File: config.mk
export PLATFORM = sky130hd
export DESIGN_NAME = q8sg_lane
export DESIGN_NICKNAME = d
export VERILOG_FILES = /design/src/q8sg_pkg.sv /design/src/q8sg_lane.sv
export SDC_FILE = /design/constraint.sdc
export NUM_CORES = 2
export LEC_CHECK = 0
export BUFFER_PORTS_ARGS = -buffer_cell sky130_fd_sc_hd__buf_2
export CORE_MARGIN = 2
export CORE_UTILIZATION = 42
export DETAILED_ROUTE_END_ITERATION = 10
export SLEW_MARGIN = 10
export SYNTH_ARGS = -nofsm -noshare
export SYNTH_HDL_FRONTEND = slang
export SYNTH_SLANG_ARGS = --single-unit
File: constraint.sdc
create_clock -name clk -period 18.5 [get_ports clk]
set_clock_uncertainty 0.15 [all_clocks]
set_input_delay 3.7 -clock clk [delete_from_list [all_inputs] [get_ports clk]]
set_output_delay 3.7 -clock clk [all_outputs]
set_load 0.02 [all_outputs]
File: src/q8sg_pkg.sv
package q8sg_pkg;

  localparam int NLANES = 8;
  localparam int VAL_W  = 17;

  localparam logic [VAL_W-1:0] VAL_POS_MAX = 17'd65535;
  localparam logic [VAL_W-1:0] VAL_NEG_MAX = 17'd65536;

  typedef enum logic [1:0] {
    GRP_SHAPE = 2'd0,
    GRP_DXI   = 2'd1,
    GRP_DETA  = 2'd2
  } grp_t;

  typedef enum logic [2:0] {
    K_2F2 = 3'd0,
    K_2F1 = 3'd1,
    K_F2  = 3'd2,
    K_F1  = 3'd3,
    K_F0  = 3'd4
  } kcode_t;

  typedef struct packed {
    logic vld;
    grp_t grp;
    logic last;
  } pipe_ctl_t;

endpackage

File: src/q8sg_lane.sv
module q8sg_lane
  import q8sg_pkg::*;
#(
  parameter int FRAC_BITS = 14
) (
  input  logic                  clk,
  input  logic                  en,
  input  logic [FRAC_BITS+1:0]  a_mag,
  input  logic [FRAC_BITS+1:0]  b_mag,
  input  logic [FRAC_BITS+1:0]  c_mag,
  input  logic                  neg,
  input  kcode_t                kc,
  output logic [VAL_W-1:0]      val
);

  localparam int M  = FRAC_BITS + 2;
  localparam int PW = 3 * M + 1;

  logic [2*M-1:0]   m1_r;
  logic [M-1:0]     c2_r;
  logic             neg2_r, neg3_r, neg4_r;
  kcode_t           k2_r, k3_r, k4_r;
  logic [2*M-1:0]   pplo_r, pphi_r;
  logic [PW-1:0]    sum_r;
  logic [VAL_W-1:0] val_r;

  logic [PW-1:0]    rnd;
  logic [PW-1:0]    q;
  logic [VAL_W-1:0] lim;
  logic [VAL_W-1:0] qv;

  always_comb begin
    case (k3_r)
      K_2F2:   rnd = PW'(1) << (2 * FRAC_BITS + 1);
      K_2F1:   rnd = PW'(1) << (2 * FRAC_BITS);
      K_F2:    rnd = PW'(1) << (FRAC_BITS + 1);
      K_F1:    rnd = PW'(1) << FRAC_BITS;
      K_F0:    rnd = PW'(1) << (FRAC_BITS - 1);
      default: rnd = '0;
    endcase
  end

  always_comb begin
    case (k4_r)
      K_2F2:   q = sum_r >> (2 * FRAC_BITS + 2);
      K_2F1:   q = sum_r >> (2 * FRAC_BITS + 1);
      K_F2:    q = sum_r >> (FRAC_BITS + 2);
      K_F1:    q = sum_r >> (FRAC_BITS + 1);
      K_F0:    q = sum_r >> FRAC_BITS;
      default: q = '0;
    endcase
    lim = neg4_r ? VAL_NEG_MAX : VAL_POS_MAX;
    qv  = (q > PW'(lim)) ? lim : q[VAL_W-1:0];
  end

  always_ff @(posedge clk) begin
    if (en) begin
      m1_r   <= a_mag * b_mag;
      c2_r   <= c_mag;
      neg2_r <= neg;
      k2_r   <= kc;

      pplo_r <= m1_r[M-1:0] * c2_r;
      pphi_r <= m1_r[2*M-1:M] * c2_r;
      neg3_r <= neg2_r;
      k3_r   <= k2_r;

      sum_r  <= PW'({pphi_r, M'(0)}) + PW'(pplo_r) + rnd;
      neg4_r <= neg3_r;
      k4_r   <= k3_r;

      val_r  <= neg4_r ? (~qv + VAL_W'(1)) : qv;
    end
  end

  assign val = val_r;

endmodule

# --- Yosys cells after proc, flatten, opt, wreduce, memory -nomap -nowiden ---
# Index checks and enable logic that the tools add are counted.
word_totals:
  output_inout_bits: 17
  ff_bits: 190
  in_bits: 54
op_classes:
  magnitude_cmp: 1
  bitwise_logic: 1
  n_mux: 5
  multipliers: 3
  reduce_logical: 2
  eq_ne: 8
  n_addsub: 3
ops:
  columns: ["op", "n"]
  rows:
  - ["35-bit one-hot mux with 5 select lines", 1]
  - ["30-bit one-hot mux with 5 select lines", 1]
  - ["16-bit by 16-bit multiplier with 32-bit output", 3]
  - ["17-bit 2-to-1 mux", 3]
  - ["48-bit by 32-bit adder with 49-bit output", 1]
  - ["49-bit by 30-bit adder with 49-bit output", 1]
  - ["49-bit by 17-bit > comparator with 1-bit output", 1]
  - ["17-bit by 1-bit adder with 17-bit output (second input constant)", 1]
  - ["17-bit NOT", 1]
  - ["3-bit by 2-bit equality test with 1-bit output (second input constant)", 4]
  - ["3-bit by 1-bit equality test with 1-bit output (second input constant)", 2]
  - ["3-bit equality test (second input constant)", 2]
  - ["3-bit logical NOT", 2]

# --- Depth between registers and ports, before layout ---
depth:
  ltp_word: 7
  mapped_depth: 24
  depth_no_buf: 22

# --- Worst setup path after synthesis ---
# OpenSTA, ideal clock, no wires.
synth_path:
  path_kind: "input port to flip-flop"
  start: "input a_mag[7]"
  end: "register m1_r[31], data pin"
  cell_stages: 22
  t_required_ps: 18086
  setup_time_ps: 264
  n_path_buf: 1
  setup_slack_ps: 9053
  arrival_time_ps: 9033
  cell_sequence: "clkbuf_1 > nand2_1 > fa_1 > inv_1 > fa_1 > inv_1 > fa_1 > inv_1 > fa_1 > fa_1 > inv_1 > fa_1 > inv_1 > ha_1 > and4_1 > and3_1 > and3_1 > a32o_1 > o21ai_0 > o2111ai_1 > o31ai_1 > xnor2_1"
synth_via:
  elab_chain_len: 1
synth_rtl:
  columns: ["element", "line_no", "text"]
  rows:
  - ["from (decl)", "q8sg_lane.sv:8", "input logic [FRAC_BITS+1:0] a_mag,"]
  - ["16-bit by 16-bit multiplier with 32-bit output", "q8sg_lane.sv:58", "m1_r <= a_mag * b_mag;"]
  - ["to (signal assigned)", "q8sg_lane.sv:58", null]
  - ["to (decl)", "q8sg_lane.sv:19", "logic [2*M-1:0] m1_r;"]
# Every way passes these cells.
# A chain may end at the register's enable or synchronous reset.

# --- Worst setup path in the final report ---
layout_path:
  start: "input b_mag[7]"
  end: "register m1_r[31], data pin"
layout_via:
  elab_chain_len: 1
layout_rtl:
  columns: ["element", "line_no", "text"]
  rows:
  - ["from (decl)", "q8sg_lane.sv:9", "input logic [FRAC_BITS+1:0] b_mag,"]
  - ["16-bit by 16-bit multiplier with 32-bit output", "q8sg_lane.sv:58", null]
# Every way passes these cells.

==> metrics.txt <==
Max-slew headroom 31.8%; Seq cells post-synth 163; number of flops mapped to enable cells by yosys 163; DRT iter0 DRCs 1256; Yosys Warn Count 0; worst-path maximum fanout 16; GR Util met1 27.8%; n_diodes 0; Cell Area, Synth 33200 um^2; # Max-Cap Violations 0; startpoint types input port; PortBufs 70; crit path time final 9470 ps; placed insts 4494; total track usage 20.5%; Critical Path RT 18590 ps; Worst Setup End Kind register; Finished Layout Cells 4526; RSZ-0062 raised after global routing no; Post-Synthesis Net Count 4485; maximum buffer depth of the clock tree 2; GRT met3 Usage 2.66%; Max Clock Freq 0.106 GHz; final setup vio count 0; TritonCTS buffer count 17; CTS sink cnt 163; vias in the first global route 24640; grt total ovfl 0; max-slew violations 0; Worst EP arrival 9560 ps; Syn Area/Cell 9.52 um^2; Placer Congestion 0.869; DP HPWL 60.7 mm; die height 285 um; met2 Use GR 34.8%; die span in x 285 um; Resize count post-CTS 0; hold_buf cts 0; CTS tree yes; final wirelength 79.8 mm; Residual DRC 0; status finished, final reports clean; crit path kind in2reg; fraction of layout cells with a size suffix above 1 4.92%; total number of vias 23184; Crit. Startpoint b_mag[7]; period utilisation layout 51.2%; TritonRoute pass-1 iters 5; core area 78600 um^2; GR peak layer met2; largest net degree at the start of global routing 98; Synth async-reset ratio 0%; reg2reg start m1_r[27]; Yosys cell types 76; per-cell routed wire length 17.6 um; die area 81200 um^2; Starting Density 42.2%; post-synth top area cell fa_1; CTS HTree Levels 4; Clock Latency Late Sink 500 ps; CTS clk-pin slew, worst paths 90 ps; sequential area share after synthesis 14.8%; I/O pins 71; CTS root buf clkbuf_16; FP Rows 103; ANT nets after route 0; hold_sp neg3_r; Slew @ Worst Pin 1020 ps; Hold Fails Final Rpt 0; area grow syn2layout 5.95%; number of setup buffers added after CTS 0; Gate Count Post-Synth 3485; initial antenna violation count 0; top_reg_cell synth edfxtp_1; Yosys top cell area share 35.3%; first-pass GRT wire length 132 mm; Worst Hold Class reg2reg; Fin Setup TNS 0 ps; top cells by area, synth fa_1 (35%), edfxtp_1 (15%), ha_1 (14%); via density per instance 5.12; hold slack 277 ps; nets 4463
-- flip-flops by register name, indices dropped and copies added (netlist names) --
name	count
k4_r	3
c2_r	16
pplo_r	19
neg3_r	1
val	17
pphi_r	32
k3_r	3
neg4_r	1
m1_r	32
sum_r	35
neg2_r	1
k2_r	3
-- cells in the mapped netlist (9+ instances only) --
library cell  count
a211oi_1         19
a21o_1           30
a21oi_1          81
a22oi_1          29
a31oi_1          16
and2_1          374
and3_1           26
buf_2            11
clkbuf_1        122
edfxtp_1        163
fa_1            584
ha_1            362
inv_1           698
mux2_2            9
nand2_1         460
nand2b_1         12
nand3_1          33
nand4_1          11
nor2_1           65
nor2b_1          16
nor3_1           30
o211ai_1          9
o21a_1           12
o21ai_0          57
o21bai_1         14
o22ai_1          12
xnor2_1          66
xor2_1           38
-- layer usage --
metal  part of all wire [%]  wire (um)  vias up
li1                       -          -    10873
met1                     45      35600    11618
met2                     48      38600      579
met3                    5.1       4080      114
met4                    1.8       1480        0
met5                      0          0        -
-- critical path: stages --
cell and delay (ps):
buf_2 330, nand2_1 140, fa_1 550, inv_1 50, fa_1 500, inv_1 60
fa_1 540, inv_1 50, fa_1 380, fa_1 510, inv_1 50, fa_1 470
inv_1 40, ha_1 350, and4_1 270, and3_1 190, and3_1 180, a32o_1 230
o21ai_0 350, o2111ai_1 220, o31ai_1 280, xnor2_1 120
-- cells by family (layout without fill, tap and decap cells) --
group / count (synthesis) / count (layout) / synth area share [%]
xor+xnor: 104 / 104 / 2.75
simple gates: 1077 / 1077 / 16.4
mux: 20 / 20 / 0.721
fa+ha+maj: 946 / 946 / 48.9
buf+inv: 837 / 828 / 9.61
flops: 163 / 163 / 14.8
compound gates: 338 / 338 / 6.84
-- layout by cell type (no fill, tap or decap), types with 16 or more instances in the layout --
cell,instances
nor2b_1,16
a21o_1,30
nand3_1,33
xnor2_1,66
a31oi_1,16
a211oi_1,19
and3_1,26
a22oi_1,29
fa_1,584
clkbuf_16,17
inv_1,698
nor3_1,30
buf_4,27
a21oi_1,81
edfxtp_1,163
xor2_1,38
buf_2,69
o21ai_0,57
nand2_1,460
and2_1,374
nor2_1,65
ha_1,362
-- cell type report --
type,instances,area (um^2)
Clock inverter,15,235
Tap cell,1050,1310
Timing Repair Buffer,97,559
Multi-Input combinational cell,2485,25100
Clock buffer,17,425
Sequential cell,163,4890
Inverter,699,2620
Fill cell,7677,43500
-- per-stage QoR --
step	utilization (%)	worst slack [ps]	area, um^2
2_1_floorplan	-	9050	33200
3_3_place_gp	43.9	8610	34500
3_5_place_dp	43.9	8520	34500
4_1_cts	44.7	9070	35100
5_1_grt	44.7	8740	35100
6_report	44.7	9030	35100
-- path summary, 6_finish.rpt --
| kind | depth (start not counted) | slack (ps) | endpoint |
|---|---|---|---|
| setup / recovery | 22 | 9030 | m1_r[31] |
| hold / removal | 0 | 280 | neg4_r |
| setup reg to reg | 19 | 11700 | pphi_r[31] |
| hold reg to reg | 0 | 280 | neg4_r |
Power is not shown: default switching activity piles up to over one toggle a cycle in this logic, so the estimate is an artifact.
